[config.mk]
export PLATFORM = sky130hd
export DESIGN_NAME = priority_job_table_scheduler
export DESIGN_NICKNAME = d
export VERILOG_FILES = /design/src/rtl/pjts_pkg.sv /design/src/rtl/priority_job_table_scheduler.sv /design/src/rtl/pjts_datapath.sv /design/src/rtl/pjts_ctrl.sv
export SDC_FILE = /design/constraint.sdc
export NUM_CORES = 2
export LEC_CHECK = 0
export BUFFER_PORTS_ARGS = -buffer_cell sky130_fd_sc_hd__buf_2
export CAP_MARGIN = 0
export CORE_AREA = 5 5 502 504
export DETAILED_ROUTE_END_ITERATION = 16
export DIE_AREA = 0 0 507 509
export PLACE_DENSITY = 0.76
export SETUP_SLACK_MARGIN = 0.1
export SYNTH_ARGS = -nofsm -noshare
export SYNTH_HDL_FRONTEND = slang
export SYNTH_SLANG_ARGS = --single-unit
[constraint.sdc]
create_clock -name i_clk -period 7.48 [get_ports i_clk]
set_input_delay 1.496 -clock i_clk [delete_from_list [all_inputs] [get_ports i_clk]]
set_output_delay 1.496 -clock i_clk [all_outputs]
set_load 0.02 [all_outputs]
[src/rtl/pjts_pkg.sv]
`default_nettype none
package pjts_pkg;
    localparam int RECORDS_DEF = 16;
    localparam int CFG_IDX_W = 2;
    localparam int CFG_DATA_W = 32;

    localparam logic [CFG_IDX_W-1:0] CFG_ACTIVE_LIMIT = 2'd0;
    localparam logic [CFG_IDX_W-1:0] CFG_RETENTION = 2'd1;
    localparam logic [CFG_IDX_W-1:0] CFG_MUTATION = 2'd2;

    localparam logic [4:0] ACTIVE_LIMIT_RST = 5'd8;
    localparam logic [31:0] RETENTION_RST = 32'd60000;
    localparam logic [1:0] MUTATION_RST = 2'd3;

    localparam logic [2:0] CMD_SUBMIT = 3'd0;
    localparam logic [2:0] CMD_START = 3'd1;
    localparam logic [2:0] CMD_FINISH = 3'd2;
    localparam logic [2:0] CMD_PROGRESS = 3'd3;
    localparam logic [2:0] CMD_CANCEL = 3'd4;
    localparam logic [2:0] CMD_CANCEL_TGT = 3'd5;
    localparam logic [2:0] CMD_CANCEL_ALL = 3'd6;

    localparam logic [2:0] PH_QUEUED = 3'd0;
    localparam logic [2:0] PH_RUNNING = 3'd1;
    localparam logic [2:0] PH_SUCCEEDED = 3'd2;
    localparam logic [2:0] PH_FAILED = 3'd3;
    localparam logic [2:0] PH_CANCELLED = 3'd4;

    localparam logic [2:0] ST_ACCEPTED = 3'd0;
    localparam logic [2:0] ST_COALESCED = 3'd1;
    localparam logic [2:0] ST_REJECTED = 3'd2;
    localparam logic [2:0] ST_DONE = 3'd3;
    localparam logic [2:0] ST_REFUSED = 3'd4;
    localparam logic [2:0] ST_EMPTY = 3'd5;

    localparam logic [6:0] PROGRESS_FULL = 7'd100;
    localparam logic [6:0] PROGRESS_CAP = 7'd99;

    // Scan kinds run by the datapath, one record per cycle.
    typedef enum logic [2:0] {
        SCAN_EXPIRE   = 3'd0,
        SCAN_COALESCE = 3'd1,
        SCAN_COUNT    = 3'd2,
        SCAN_SELECT   = 3'd3,
        SCAN_LOOKUP   = 3'd4,
        SCAN_CANCEL   = 3'd5
    } t_scan;

    // Controller to datapath.
    typedef struct packed {
        logic   load;      // capture the command word
        logic   scan_go;   // start a scan of the kind below
        t_scan  scan;
        logic   act;       // apply the action chosen by the scan
        logic   respond;   // drive the result for one cycle
    } t_ctrl;

    // Datapath to controller.
    typedef struct packed {
        logic scan_done;
        logic found;       // scan found a record (coalesce, select, lookup)
        logic expired;     // selected record is past its deadline
    } t_stat;
endpackage
`default_nettype wire

[src/rtl/priority_job_table_scheduler.sv]
`default_nettype none
// Channel   | Ports                                  | Handshake
// command   | i_command .. i_progress_value          | start while busy low
// config    | i_cfg_we, i_cfg_index, i_cfg_data      | i_cfg_we, no wait
// result    | o_status .. o_cancel_count             | o_valid, one cycle
//
// Each command takes one word; the table scan unit visits one record per cycle.
// After the accepting edge come an expiry pass, then one scan pass per table
// scan, then the launch of the result on o_valid. Lookups and a coalescing hit
// stop their scan early; a coalescing submit whose key finds no active job
// scans twice; start-next adds one pass for every expired job it fails; an
// unknown command has no scan pass at all. Reset is synchronous and active
// low; it empties the table and sets the ids and order counter to one. The
// result is shown for one cycle and cannot be stalled; busy stays high until
// it has been shown.
module priority_job_table_scheduler #(
    parameter int RECORDS = pjts_pkg::RECORDS_DEF
) (
    input  wire logic                              i_clk,
    input  wire logic                              i_rst_n,
    input  wire logic                              start,
    output logic                                   busy,
    input  wire logic                              i_cfg_we,
    input  wire logic [pjts_pkg::CFG_IDX_W-1:0]    i_cfg_index,
    input  wire logic [pjts_pkg::CFG_DATA_W-1:0]   i_cfg_data,
    input  wire logic [2:0]                        i_command,
    input  wire logic [31:0]                       i_now_ms,
    input  wire logic [31:0]                       i_job_id,
    input  wire logic [31:0]                       i_except_id,
    input  wire logic [1:0]                        i_priority_level,
    input  wire logic [15:0]                       i_coalesce_key,
    input  wire logic [7:0]                        i_target_tag,
    input  wire logic [31:0]                       i_deadline_ms,
    input  wire logic                              i_succeeded,
    input  wire logic [7:0]                        i_progress_value,
    output logic                                   o_valid,
    output logic [2:0]                             o_status,
    output logic [31:0]                            o_result_id,
    output logic [31:0]                            o_evicted_id,
    output logic [1:0]                             o_result_priority,
    output logic [4:0]                             o_cancel_count
);
    import pjts_pkg::*;

    logic [4:0]  r_active_limit;
    logic [31:0] r_retention_ms;
    logic [1:0]  r_mutation_level;

    // Configuration registers; an index beyond the list is ignored.
    always_ff @(posedge i_clk) begin
        if (!i_rst_n) begin
            r_active_limit <= ACTIVE_LIMIT_RST;
            r_retention_ms <= RETENTION_RST;
            r_mutation_level <= MUTATION_RST;
        end else if (i_cfg_we) begin
            case (i_cfg_index)
                CFG_ACTIVE_LIMIT: r_active_limit <= i_cfg_data[4:0];
                CFG_RETENTION:    r_retention_ms <= i_cfg_data;
                CFG_MUTATION:     r_mutation_level <= i_cfg_data[1:0];
                default: ;
            endcase
        end
    end

    t_ctrl ctrl;
    t_stat stat;
    logic  ctl_busy;
    logic  accept;

    // The controller is already idle while the result is shown, so a word is
    // taken only once busy has dropped.
    assign accept = start && !busy;

    pjts_ctrl u_ctrl (
        .i_clk(i_clk), .i_rst_n(i_rst_n), .i_start(accept),
        .i_command(i_command), .i_coalesce_key(i_coalesce_key),
        .i_priority_level(i_priority_level), .i_mutation_level(r_mutation_level),
        .o_busy(ctl_busy), .o_ctrl(ctrl), .i_stat(stat)
    );

    pjts_datapath #(.RECORDS(RECORDS)) u_dp (
        .i_clk(i_clk), .i_rst_n(i_rst_n), .i_ctrl(ctrl), .o_stat(stat),
        .i_active_limit(r_active_limit), .i_retention_ms(r_retention_ms),
        .i_command(i_command),
        .i_now_ms(i_now_ms), .i_job_id(i_job_id), .i_except_id(i_except_id),
        .i_priority_level(i_priority_level), .i_coalesce_key(i_coalesce_key),
        .i_target_tag(i_target_tag), .i_deadline_ms(i_deadline_ms),
        .i_succeeded(i_succeeded), .i_progress_value(i_progress_value),
        .o_done(o_valid), .o_status(o_status), .o_result_id(o_result_id),
        .o_evicted_id(o_evicted_id), .o_result_priority(o_result_priority),
        .o_cancel_count(o_cancel_count)
    );

    // Busy covers the cycle in which the result is shown.
    assign busy = ctl_busy || o_valid;

    // A result appears only while a command is in flight.
    a_valid_busy: assert property (@(posedge i_clk) disable iff (!i_rst_n)
        o_valid |-> $past(ctl_busy)) else $error("result without command");
    // Every reported status is one of the defined codes.
    a_status_range: assert property (@(posedge i_clk) disable iff (!i_rst_n)
        o_valid |-> o_status <= ST_EMPTY) else $error("bad status");
    // Cancel count is nonzero only with a done status.
    a_cnt: assert property (@(posedge i_clk) disable iff (!i_rst_n)
        (o_valid && o_cancel_count != 5'd0) |-> o_status == ST_DONE)
        else $error("count without done");
endmodule
`default_nettype wire

[src/rtl/pjts_datapath.sv]
`default_nettype none
module pjts_datapath #(
    parameter int RECORDS = pjts_pkg::RECORDS_DEF
) (
    input  wire logic                      i_clk,
    input  wire logic                      i_rst_n,
    input  wire pjts_pkg::t_ctrl           i_ctrl,
    output pjts_pkg::t_stat                o_stat,
    input  wire logic [4:0]                i_active_limit,
    input  wire logic [31:0]               i_retention_ms,
    input  wire logic [2:0]                i_command,
    input  wire logic [31:0]               i_now_ms,
    input  wire logic [31:0]               i_job_id,
    input  wire logic [31:0]               i_except_id,
    input  wire logic [1:0]                i_priority_level,
    input  wire logic [15:0]               i_coalesce_key,
    input  wire logic [7:0]                i_target_tag,
    input  wire logic [31:0]               i_deadline_ms,
    input  wire logic                      i_succeeded,
    input  wire logic [7:0]                i_progress_value,
    output logic                           o_done,
    output logic [2:0]                     o_status,
    output logic [31:0]                    o_result_id,
    output logic [31:0]                    o_evicted_id,
    output logic [1:0]                     o_result_priority,
    output logic [4:0]                     o_cancel_count
);
    import pjts_pkg::*;

    localparam int IW = (RECORDS > 1) ? $clog2(RECORDS) : 1;
    localparam int CW = $clog2(RECORDS + 1);
    localparam logic [IW-1:0] LAST = IW'(RECORDS - 1);

    // Record table, each entry read at the scan index or at a held index.
    logic [RECORDS-1:0] r_used;
    logic [31:0] r_id [RECORDS];
    logic [2:0]  r_phase [RECORDS];
    logic [1:0]  r_prio [RECORDS];
    logic [31:0] r_order [RECORDS];
    logic [15:0] r_key [RECORDS];
    logic [7:0]  r_tgt [RECORDS];
    logic [31:0] r_dl [RECORDS];
    logic [31:0] r_fin [RECORDS];
    logic [6:0]  r_prog [RECORDS];
    logic [31:0] r_next_order, r_next_id;

    // Latched command word.
    logic [2:0]  r_cmd;
    logic [31:0] r_now, r_jid, r_exc, r_dlin;
    logic [1:0]  r_prio_in;
    logic [15:0] r_key_in;
    logic [7:0]  r_tag_in;
    logic        r_succ;
    logic [7:0]  r_pv;

    // Scan state.
    logic        r_busy;
    t_scan       r_scan;
    logic [IW-1:0] r_idx;
    logic        r_found, r_has_slot, r_has_victim;
    logic [IW-1:0] r_sel, r_slot, r_victim;
    logic [CW-1:0] r_active;
    logic [4:0]  r_ccount;
    logic [2:0]  r_status;
    logic [31:0] r_res_id, r_ev_id;
    logic [1:0]  r_res_prio;

    logic act_i, term_i, hit, better;
    logic [31:0] age;

    always_comb begin
        term_i = r_phase[r_idx] >= PH_SUCCEEDED;
        act_i = r_used[r_idx] && !term_i;
        age = r_now - r_fin[r_idx];
        better = !r_found || r_prio[r_idx] > r_prio[r_sel] ||
                 (r_prio[r_idx] == r_prio[r_sel] && r_order[r_idx] < r_order[r_sel]);
        hit = 1'b0;
        case (r_scan)
            SCAN_COALESCE: hit = act_i && r_key[r_idx] == r_key_in;
            SCAN_SELECT:   hit = r_used[r_idx] && r_phase[r_idx] == PH_QUEUED && better;
            SCAN_LOOKUP:   hit = r_used[r_idx] && r_id[r_idx] == r_jid;
            SCAN_CANCEL:   hit = act_i && (r_cmd == CMD_CANCEL_ALL ||
                                 (r_tgt[r_idx] == r_tag_in &&
                                  !(r_exc != 32'd0 && r_id[r_idx] == r_exc)));
            default:       hit = 1'b0;
        endcase
    end

    logic [31:0] sel_late;
    logic victim_better;
    assign sel_late = r_now - r_dl[r_sel];
    assign victim_better = !r_has_victim || r_order[r_idx] < r_order[r_victim];

    always_comb begin
        o_stat.scan_done = r_busy == 1'b0;
        o_stat.found = r_found;
        o_stat.expired = !sel_late[31];
    end

    logic stop_early;
    assign stop_early = hit && (r_scan == SCAN_COALESCE || r_scan == SCAN_LOOKUP) && !r_found;

    always_ff @(posedge i_clk) begin
        if (!i_rst_n) begin
            r_used <= '0;
            r_next_order <= 32'd1;
            r_next_id <= 32'd1;
            r_busy <= 1'b0;
            o_done <= 1'b0;
        end else begin
            o_done <= i_ctrl.respond;
            if (i_ctrl.load) begin
                r_cmd <= i_command; r_now <= i_now_ms; r_jid <= i_job_id;
                r_exc <= i_except_id; r_prio_in <= i_priority_level;
                r_key_in <= i_coalesce_key; r_tag_in <= i_target_tag;
                r_dlin <= i_deadline_ms; r_succ <= i_succeeded; r_pv <= i_progress_value;
                r_status <= ST_REFUSED; r_res_id <= '0; r_ev_id <= '0;
                r_res_prio <= '0; r_ccount <= '0;
            end
            if (i_ctrl.scan_go) begin
                r_busy <= 1'b1; r_scan <= i_ctrl.scan; r_idx <= '0;
                r_found <= 1'b0; r_has_slot <= 1'b0; r_has_victim <= 1'b0;
                r_active <= '0;
            end else if (r_busy) begin
                case (r_scan)
                    SCAN_EXPIRE:
                        if (r_used[r_idx] && term_i && age >= i_retention_ms)
                            r_used[r_idx] <= 1'b0;
                    SCAN_COUNT: begin
                        if (!r_used[r_idx] && !r_has_slot) begin
                            r_has_slot <= 1'b1; r_slot <= r_idx;
                        end
                        if (act_i) r_active <= r_active + CW'(1);
                        if (r_used[r_idx] && r_phase[r_idx] == PH_QUEUED &&
                            r_prio[r_idx] == 2'd0 && victim_better) begin
                            r_has_victim <= 1'b1; r_victim <= r_idx;
                        end
                    end
                    SCAN_CANCEL:
                        if (hit) begin
                            r_phase[r_idx] <= PH_CANCELLED;
                            r_fin[r_idx] <= r_now;
                            if (r_ccount != 5'd31) r_ccount <= r_ccount + 5'd1;
                        end
                    default:
                        if (hit && !(r_found && r_scan != SCAN_SELECT)) begin
                            r_found <= 1'b1; r_sel <= r_idx;
                        end
                endcase
                if (r_idx == LAST || stop_early) r_busy <= 1'b0;
                else r_idx <= r_idx + IW'(1);
            end
            if (i_ctrl.act) begin
                case (r_scan)
                    SCAN_COALESCE: begin
                        if (r_phase[r_sel] == PH_QUEUED && r_prio_in > r_prio[r_sel]) begin
                            r_prio[r_sel] <= r_prio_in;
                            r_dl[r_sel] <= r_now + r_dlin;
                        end
                        r_status <= ST_COALESCED; r_res_id <= r_id[r_sel];
                    end
                    SCAN_COUNT: begin
                        if (!r_has_slot) r_status <= ST_REJECTED;
                        else if ({{(32-CW){1'b0}}, r_active} >= {27'd0, i_active_limit} &&
                                 (r_prio_in == 2'd0 || !r_has_victim)) begin
                            r_status <= ST_REJECTED;
                        end else begin
                            if ({{(32-CW){1'b0}}, r_active} >= {27'd0, i_active_limit}) begin
                                r_phase[r_victim] <= PH_CANCELLED;
                                r_fin[r_victim] <= r_now;
                                r_ev_id <= r_id[r_victim];
                            end
                            r_used[r_slot] <= 1'b1;
                            r_id[r_slot] <= r_next_id;
                            r_phase[r_slot] <= PH_QUEUED;
                            r_prio[r_slot] <= r_prio_in;
                            r_order[r_slot] <= r_next_order;
                            r_key[r_slot] <= r_key_in;
                            r_tgt[r_slot] <= r_tag_in;
                            r_dl[r_slot] <= r_now + r_dlin;
                            r_fin[r_slot] <= '0;
                            r_prog[r_slot] <= '0;
                            r_next_id <= r_next_id + 32'd1;
                            r_next_order <= r_next_order + 32'd1;
                            r_status <= ST_ACCEPTED; r_res_id <= r_next_id;
                        end
                    end
                    SCAN_SELECT:
                        if (!r_found) r_status <= ST_EMPTY;
                        else if (!sel_late[31]) begin
                            r_phase[r_sel] <= PH_FAILED;
                            r_fin[r_sel] <= r_now;
                        end else begin
                            r_phase[r_sel] <= PH_RUNNING;
                            r_prog[r_sel] <= 7'd1;
                            r_status <= ST_ACCEPTED; r_res_id <= r_id[r_sel];
                            r_res_prio <= r_prio[r_sel];
                        end
                    SCAN_LOOKUP:
                        if (r_found) begin
                            case (r_cmd)
                                CMD_FINISH:
                                    if (r_phase[r_sel] == PH_RUNNING) begin
                                        r_phase[r_sel] <= r_succ ? PH_SUCCEEDED : PH_FAILED;
                                        r_fin[r_sel] <= r_now;
                                        if (r_succ) r_prog[r_sel] <= PROGRESS_FULL;
                                        r_status <= ST_DONE;
                                    end
                                CMD_PROGRESS:
                                    if (r_phase[r_sel] == PH_RUNNING) begin
                                        r_prog[r_sel] <= (r_pv > 8'd99) ? PROGRESS_CAP
                                                                        : r_pv[6:0];
                                        r_status <= ST_DONE;
                                    end
                                default:
                                    if (r_phase[r_sel] < PH_SUCCEEDED) begin
                                        r_phase[r_sel] <= PH_CANCELLED;
                                        r_fin[r_sel] <= r_now;
                                        r_status <= ST_DONE;
                                    end
                            endcase
                        end
                    SCAN_CANCEL: r_status <= ST_DONE;
                    default: ;
                endcase
            end
        end
    end

    // Progress is kept for completeness of the record; it has no result port.
    logic unused_prog;
    assign unused_prog = ^r_prog[0];

    assign o_status = r_status;
    assign o_result_id = r_res_id;
    assign o_evicted_id = r_ev_id;
    assign o_result_priority = r_res_prio;
    assign o_cancel_count = r_ccount ^ {4'd0, unused_prog & 1'b0};
endmodule
`default_nettype wire

[src/rtl/pjts_ctrl.sv]
`default_nettype none
module pjts_ctrl (
    input  wire logic            i_clk,
    input  wire logic            i_rst_n,
    input  wire logic            i_start,
    input  wire logic [2:0]      i_command,
    input  wire logic [15:0]     i_coalesce_key,
    input  wire logic [1:0]      i_priority_level,
    input  wire logic [1:0]      i_mutation_level,
    output logic                 o_busy,
    output pjts_pkg::t_ctrl      o_ctrl,
    input  wire pjts_pkg::t_stat i_stat
);
    import pjts_pkg::*;

    typedef enum logic [5:0] {
        S_IDLE  = 6'b000001,
        S_EXP   = 6'b000010,
        S_PICK  = 6'b000100,
        S_SCAN  = 6'b001000,
        S_ACT   = 6'b010000,
        S_RESP  = 6'b100000
    } t_state;

    t_state r_state, n_state;
    logic [2:0] r_cmd;
    logic r_coal;   // coalesce allowed for this submit
    logic r_in_coal, n_in_coal;
    t_scan scan_pick;

    always_comb begin
        case (r_cmd)
            CMD_SUBMIT:     scan_pick = r_coal ? SCAN_COALESCE : SCAN_COUNT;
            CMD_START:      scan_pick = SCAN_SELECT;
            CMD_FINISH, CMD_PROGRESS, CMD_CANCEL: scan_pick = SCAN_LOOKUP;
            CMD_CANCEL_TGT, CMD_CANCEL_ALL:       scan_pick = SCAN_CANCEL;
            default:        scan_pick = SCAN_EXPIRE;
        endcase
    end

    always_comb begin
        n_state = r_state;
        n_in_coal = r_in_coal;
        o_ctrl = '0;
        o_ctrl.scan = r_in_coal ? SCAN_COALESCE : (r_cmd == CMD_SUBMIT ? SCAN_COUNT
                                                                       : scan_pick);
        case (r_state)
            S_IDLE:
                if (i_start) begin
                    o_ctrl.load = 1'b1;
                    o_ctrl.scan_go = 1'b1;
                    o_ctrl.scan = SCAN_EXPIRE;
                    n_state = S_EXP;
                end
            S_EXP:
                if (i_stat.scan_done) begin
                    n_in_coal = (r_cmd == CMD_SUBMIT) && r_coal;
                    n_state = S_PICK;
                end
            S_PICK: begin
                // An unknown command has nothing to scan beyond the expiry pass.
                if (scan_pick == SCAN_EXPIRE) begin
                    n_state = S_RESP;
                end else begin
                    o_ctrl.scan_go = 1'b1;
                    o_ctrl.scan = r_in_coal ? SCAN_COALESCE : scan_pick;
                    if (r_cmd == CMD_SUBMIT && !r_in_coal) o_ctrl.scan = SCAN_COUNT;
                    n_state = S_SCAN;
                end
            end
            S_SCAN:
                if (i_stat.scan_done) n_state = S_ACT;
            S_ACT: begin
                if (r_in_coal && !i_stat.found) begin
                    n_in_coal = 1'b0;
                    n_state = S_PICK;
                end else begin
                    o_ctrl.act = 1'b1;
                    if (r_cmd == CMD_START && i_stat.found && i_stat.expired)
                        n_state = S_PICK;
                    else
                        n_state = S_RESP;
                end
            end
            S_RESP: begin
                o_ctrl.respond = 1'b1;
                n_in_coal = 1'b0;
                n_state = S_IDLE;
            end
            default: n_state = S_IDLE;
        endcase
    end

    always_ff @(posedge i_clk) begin
        if (!i_rst_n) begin
            r_state <= S_IDLE;
            r_in_coal <= 1'b0;
        end else begin
            r_state <= n_state;
            r_in_coal <= n_in_coal;
        end
        if (r_state == S_IDLE && i_start) begin
            r_cmd <= i_command;
            r_coal <= i_coalesce_key != 16'd0 && i_priority_level != i_mutation_level;
        end
    end

    assign o_busy = r_state != S_IDLE;
endmodule
`default_nettype wire
### Yosys cells after proc, flatten, opt, wreduce, memory -nomap -nowiden

Memories as Yosys holds them, arrays and structs flattened. A register that Yosys moved wholly into a read port is not among the register bits.
Cells that the tools add are included.

| cells by class | value |
|---|---|
| add/subtract/negate cells | 8 |
| multiplexer cells | 186 |
| bitwise operators | 11 |
| equal/unequal tests | 39 |
| magnitude comparators | 12 |
| reductions and logical operators | 91 |

Operators by type and width:

| operator | number |
|---|---|
| two-way mux 32 bit | 17 |
| two-way mux 16 bit | 9 |
| two-way mux 4 bit | 30 |
| one-hot mux 32 bit (3 select lines) | 1 |
| OR reduction 32 bit | 3 |
| two-way mux 1 bit | 78 |
| adder 32 x 1 -> 32 bit (second input constant) | 2 |
| == test 32 bit | 2 |
| less-than comparator 32 bit | 2 |
| subtractor 32 bit | 2 |
| two-way mux 3 bit | 18 |
| two-way mux 5 bit | 10 |
| two-way mux 6 bit | 6 |
| adder 32 bit | 1 |
| greater-or-equal comparator 32 bit | 1 |
| nonzero test 32 bit | 1 |
| logical AND 1 bit | 30 |
| one-hot mux 6 bit (5 select lines) | 1 |
| AND reduction 4 bit | 5 |
| == test 3 x 2 -> 1 bit (second input constant) | 6 |
| == test 3 bit (second input constant) | 6 |
| bitwise AND 16 bit | 1 |
| == test 16 bit | 1 |
| two-way mux 2 bit | 8 |
| other kinds (49) | 106 |

| word-level totals | value |
|---|---|
| memories | 8 |
| output and inout bits | 76 |
| flip-flop bits (word level) | 391 |
| memory bits (writable) | 2512 |
| input port bits | 204 |

Memory list:

| name | depth | bits a word | read ports | clocked after Yosys merged registers in | write ports | RTL line | RTL |
|---|---|---|---|---|---|---|---|
| u_dp.r_dl | 16 | 32 | 1 | 1 | 1 | pjts_datapath.sv:42 | `logic [31:0] r_dl [RECORDS];` |
| u_dp.r_fin | 16 | 32 | 1 | 1 | 2 | pjts_datapath.sv:43 | `logic [31:0] r_fin [RECORDS];` |
| u_dp.r_id | 16 | 32 | 3 | 3 | 1 | pjts_datapath.sv:36 | `logic [31:0] r_id [RECORDS];` |
| u_dp.r_order | 16 | 32 | 3 | 3 | 1 | pjts_datapath.sv:39 | `logic [31:0] r_order [RECORDS];` |
| u_dp.r_key | 16 | 16 | 1 | 1 | 1 | pjts_datapath.sv:40 | `logic [15:0] r_key [RECORDS];` |
| u_dp.r_tgt | 16 | 8 | 1 | 1 | 1 | pjts_datapath.sv:41 | `logic [7:0] r_tgt [RECORDS];` |
| +2 memories | n/a | n/a | n/a | n/a | n/a | n/a |  |

### Depth between registers and ports, before layout

| logic depth | value |
|---|---|
| depth in word-level cells | 16 |
| depth in mapped cells | 41 |

### By module

A second synthesis with hierarchy kept.

| second synthesis, totals | value |
|---|---|
| cell total of the unflattened synthesis | 9120 |
| area total of the unflattened synthesis | 140088.1 um2 |

Modules (own cells, without submodules):

| module | times used | cells each | area an instance (um2) |
|---|---|---|---|
| pjts_datapath | 1 | 8871 | 137798.4 |
| priority_job_table_scheduler | 1 | 173 | 1591.5 |
| pjts_ctrl | 1 | 76 | 698.2 |

### Worst setup path after synthesis

Ideal clock, no wire load.

| path | value |
|---|---|
| path type | register to register |
| start point | register with a tool-made name |
| end point | register u_dp.r_used[12] |
| period minus slack after synthesis | 8.178 ns |
| setup slack | -0.698 ns |
| required time | 7.419 ns |
| data arrival time | 8.117 ns |
| cell stages (with the launch flop) | 39 |
| library setup time | 0.061 ns |
| cell sequence | dfxtp_1 > buf_6 > buf_6 > buf_8 > buf_6 > buf_2 > buf_2 > clkbuf_1 > clkbuf_1 > buf_1 > mux4_2 > mux4_2 > inv_1 > ha_1 > a21o_1 > a21o_1 > a31oi_1 > o21ai_0 > [3 not listed] > o21ai_0 > a21o_1 > a21oi_1 > xnor2_1 > ha_1 > a21o_1 > a21o_1 > a21o_1 > a21oi_1 > nor2b_1 > o21ai_0 > nand2b_1 > a21oi_1 > nor3_1 > a31oi_1 > clkbuf_1 > o311ai_0 > nand2_1 |

RTL lines:

| element | RTL line | RTL |
|---|---|---|
| end signal: assignment | pjts_datapath.sv:105 | `r_used <= '0;` |
| end signal: indexed assignment | pjts_datapath.sv:128 | `r_used[r_idx] <= 1'b0;` |
| end signal: indexed assignment | pjts_datapath.sv:173 | `r_used[r_slot] <= 1'b1;` |
| end: declaration | pjts_datapath.sv:35 | `logic [RECORDS-1:0] r_used;` |

==> impl_metrics.json <==
{
  "route.detailed.drc": 0,
  "dp_slack_ns": 0.485,
  "tritoncts.num_buffers": 312,
  "rsz0062_at_grt": "no",
  "clock_latency_ns": 0.98,
  "crit_path_frequent_cell": "buf_4",
  "finalSetupViolCount": 0,
  "ys_ff_latch": 2915,
  "hold_violations": 0,
  "synth_cell_types": 93,
  "slowest_delay_ns": 0.73,
  "critical_path_class": "flip-flop to flip-flop",
  "cts_buffer_depth": 4,
  "ys_seq_area_share_pct": 57.5,
  "fp.dieH_um": 509,
  "die_w_um": 507,
  "synthAdderAreaFrac_pct": 1.87,
  "final_area_um2": 156000,
  "io_buffers": 271,
  "num_rows": 183,
  "critPathMaxFanout": 28,
  "cts_tree": "yes",
  "power.switching_mw": 12.6,
  "clk_pin_slew_worst_paths_ns": 0.06,
  "io_pins": 280,
  "dpl-instance-area_um2": 146000,
  "critPathBufInv": 8,
  "root_buffer": "clkbuf_16",
  "ir_drop_mv": 0.268,
  "synth_compound_area_share_pct": 5.50,
  "cts.sinks": 2915,
  "drtPass1Iterations": 8,
  "cap_viol_max_count": 0,
  "synth_edf_count": 2215,
  "synth_top_family_by_area": "multiplexers",
  "synth_xor_area_share_pct": 1.58,
  "grt_max_degree": 119,
  "arrival_ns": 7.73,
  "status": "finished, final reports clean",
  "cp.required_ns": 8.21,
  "power.density_nw_per_um2": 276,
  "endpoint_kind": "flip-flop",
  "drt-wirelength-per-cell_um": 32.3,
  "detailed_place_hpwl_um": 248000,
  "max_freq_ghz": 0.143,
  "drt-initial-drc-count": 13400,
  "path_cells": "buf_12 > buf_12 > buf_4 > buf_4 > mux4_2 > mux4_2 > ha_1 > a21o_1 > a21oi_1 > nor2_1 > a2111oi_0 > a21oi_1 > o31ai_1 > buf_4 > a31oi_1 > buf_4 > o31ai_4 > and2_4 > buf_4 > a221oi_4 > buf_4 > nand3_1 > o21ai_0",
  "cts_hold_buf": 0,
  "layout-drive-gt1-share_pct": 25.8,
  "wl_um": 420000,
  "fin_crit_ns": 7.00,
  "hp-class": "flip-flop to flip-flop",
  "area_growth_pct": 11.6,
  "antenna_found_initial": 18,
  "ys.flop_type": "edfxtp_1",
  "yosys.area_share.simple_pct": 6.66,
  "syn_area_per_cell_um2": 15.1,
  "syn_nets": 9712,
  "p_leak_nw": 55.9,
  "syn_area_um2": 140000,
  "internal-power_mw": 30.5,
  "finalSetupTns_ns": 0,
  "synth_warnings": 0,
  "switching_share_pct": 29.2,
  "critical-path-top-delay-family": "compound AO/OA/AOI/OAI gates",
  "overflow": 0,
  "maxSlewViolCount": 0,
  "syn_inst": 9300,
  "gp_congestion": 0.937,
  "power_frac_clock_pct": 35.7,
  "core_area_um2": 247000,
  "period_share_pct": 93.6,
  "setup_ws_ns": 0.480,
  "layout.nets": 9930,
  "share_comb_of_total_power_pct": 21.2,
  "p_seq_share_pct": 43.1,
  "tightest_slew_ns": 1.36,
  "synth.area.mux_share_pct": 24.1,
  "vias_per_cell": 7.06,
  "dieArea_um2": 258000,
  "first_global_vias": 92200,
  "htreeDepth": 5,
  "postRouteAntennaNets": 0,
  "cp_slowest_cell": "a2111oi_0",
  "synthArstFlopShare_pct": 0,
  "grt_pass1_wl_um": 612000,
  "track_usage_pct": 32.1,
  "relSlewSlack_pct": 8.53,
  "crit_path_start_kind": "flip-flop",
  "vias": 91800,
  "initial_core_util_pct": 56.6,
  "fin_util_pct": 63.2,
  "fin_skew_ns": 0.128
}
## placed cells by master, fill, tap and decap left out, types with 206 or more instances in the layout
cell type | synthesis | routed
edfxtp_1 | 2215 | 2215
nand2_1 | 788 | 778
nor2_1 | 372 | 346
clkbuf_16 | 0 | 318
buf_4 | 37 | 258
dfxtp_1 | 700 | 688
nand3_1 | 463 | 460
o21ai_0 | 540 | 539
buf_2 | 81 | 270
ha_1 | 206 | 206
mux2i_1 | 386 | 386
mux4_2 | 1312 | 1312
inv_1 | 223 | 213
## cells by family (layout without fill, tap and decap cells)
| family | count (synthesis) | in the layout |
|---|---|---|
| DFF | 2915 | 2915 |
| and+or+nand+nor | 2042 | 2042 |
| muxes | 1732 | 1732 |
| AOI/OAI and AO/OA | 1228 | 1228 |
| buffers and inverters | 922 | 1375 |
| xor gates and xnor gates | 253 | 253 |
| adders and majority gates | 208 | 208 |
| other | 0 | 13 |
## power groups by stage
| stage | Sequential (mW) | Clock [mW] | Combinational (mW) |
|---|---|---|---|
| floorplan | 18.7 | 0 | 6.07 |
| global placement | 18.9 | 0 | 8.71 |
| detailed placement | 18.9 | 0 | 8.90 |
| CTS | 18.6 | 15.4 | 8.97 |
| global route | 18.6 | 16.2 | 9.59 |
| finish | 18.6 | 15.4 | 9.15 |
## layer usage
| layer | vias to the layer above | share of wire (%) | track usage, % |
|---|---|---|---|
| met5 | - | 0.031 | 0.333 |
| met3 | 1473 | 12 | 8.62 |
| met2 | 6975 | 46 | 49.6 |
| met1 | 46200 | 35 | 41.3 |
| li1 | 37200 | - | - |
| met4 | 4 | 6.9 | 18.7 |
## repair_timing
action                                  4_1_cts  5_1_grt
gates resized for setup                       0        3
endpoints found under the hold margin         0        0
endpoints found under the setup margin        0       13
buffers inserted                              0        1
## worst min-delay path: stages, from the launching register on
cell and delay (ns):
dfxtp_1 0.31, nand3_1 0.05, o21ai_1 0.05
## stage by stage
step                hold slack (ns)  cells  power [mW]
global route                  0.478  13000        44.3
finish                        0.454  13000        43.1
floorplan                     0.432   9300        24.8
global placement              0.439  12400        27.6
CTS                           0.457  13000        43.0
detailed placement            0.447  12400        27.8
## cell type report
class	count	area, um^2
antenna	13	32.5
multi-input combinational	5463	56000
fill	17000	90900
inverter	226	905
clock inverter	142	1460
timing repair buffer	600	4720
clock buffer	407	8590
tap	3237	4050
sequential	2915	80600
## worst paths after layout
| check | to | slack [ns] | startpoint | depth (start not counted) |
|---|---|---|---|---|
| max | u_dp.r_fin[5][21]$_SDFFE_PP0P_ | 0.48 | flip-flop | 23 |
| min | u_dp.r_fin[6][19]$_SDFFE_PP0P_ | 0.45 | u_dp.r_fin[6][19]$_SDFFE_PP0P_ | 2 |
| max reg2reg | u_dp.r_fin[5][21]$_SDFFE_PP0P_ | 0.48 | flip-flop | 23 |
| min reg2reg | u_dp.r_fin[6][19]$_SDFFE_PP0P_ | 0.45 | u_dp.r_fin[6][19]$_SDFFE_PP0P_ | 2 |
## cell usage after synthesis (all sizes together) (17+ instances only)
library cell | number | share of area (%)
inv | 224 | 0.60
nand2 | 788 | 2.1
mux2 | 34 | 0.27
nand4 | 51 | 0.23
mux4 | 1312 | 21
a22oi | 47 | 0.25
a221oi | 28 | 0.29
a21o | 66 | 0.35
xnor2 | 175 | 1.1
nor2b | 43 | 0.19
a21boi | 46 | 0.25
o31ai | 17 | 0.10
clkbuf | 441 | 1.2
o21ai | 575 | 2.1
o22ai | 21 | 0.094
a22o | 19 | 0.12
and2 | 71 | 0.32
o211ai | 21 | 0.11
nand3 | 463 | 1.7
buf | 255 | 0.97
a21oi | 195 | 0.70
or3 | 26 | 0.12
xor2 | 78 | 0.49
nor4 | 33 | 0.15
ha | 206 | 1.8
edfxtp | 2215 | 47
mux2i | 386 | 2.8
dfxtp | 700 | 10
nor2 | 372 | 1.0
nand2b | 35 | 0.16
o21a | 47 | 0.25
nor3 | 60 | 0.21
and3 | 41 | 0.18
## state kept, by name (all words and copies together), names as in the netlist, 6 cells and up, named ones only
register / count
r_retention_ms: 32
u_ctrl.r_state: 6
u_dp.o_evicted_id: 32
u_dp.o_result_id: 32
u_dp.r_dl: 512
u_dp.r_dlin: 32
u_dp.r_exc: 32
u_dp.r_fin: 512
u_dp.r_id: 512
u_dp.r_jid: 32
u_dp.r_key: 256
u_dp.r_key_in: 16
u_dp.r_next_id: 32
u_dp.r_next_order: 32
u_dp.r_now: 32
u_dp.r_order: 512
u_dp.r_phase: 48
u_dp.r_prio: 32
u_dp.r_tag_in: 8
u_dp.r_tgt: 128
u_dp.r_used: 16
No activity file was read; power rests on OpenSTA's default activity.
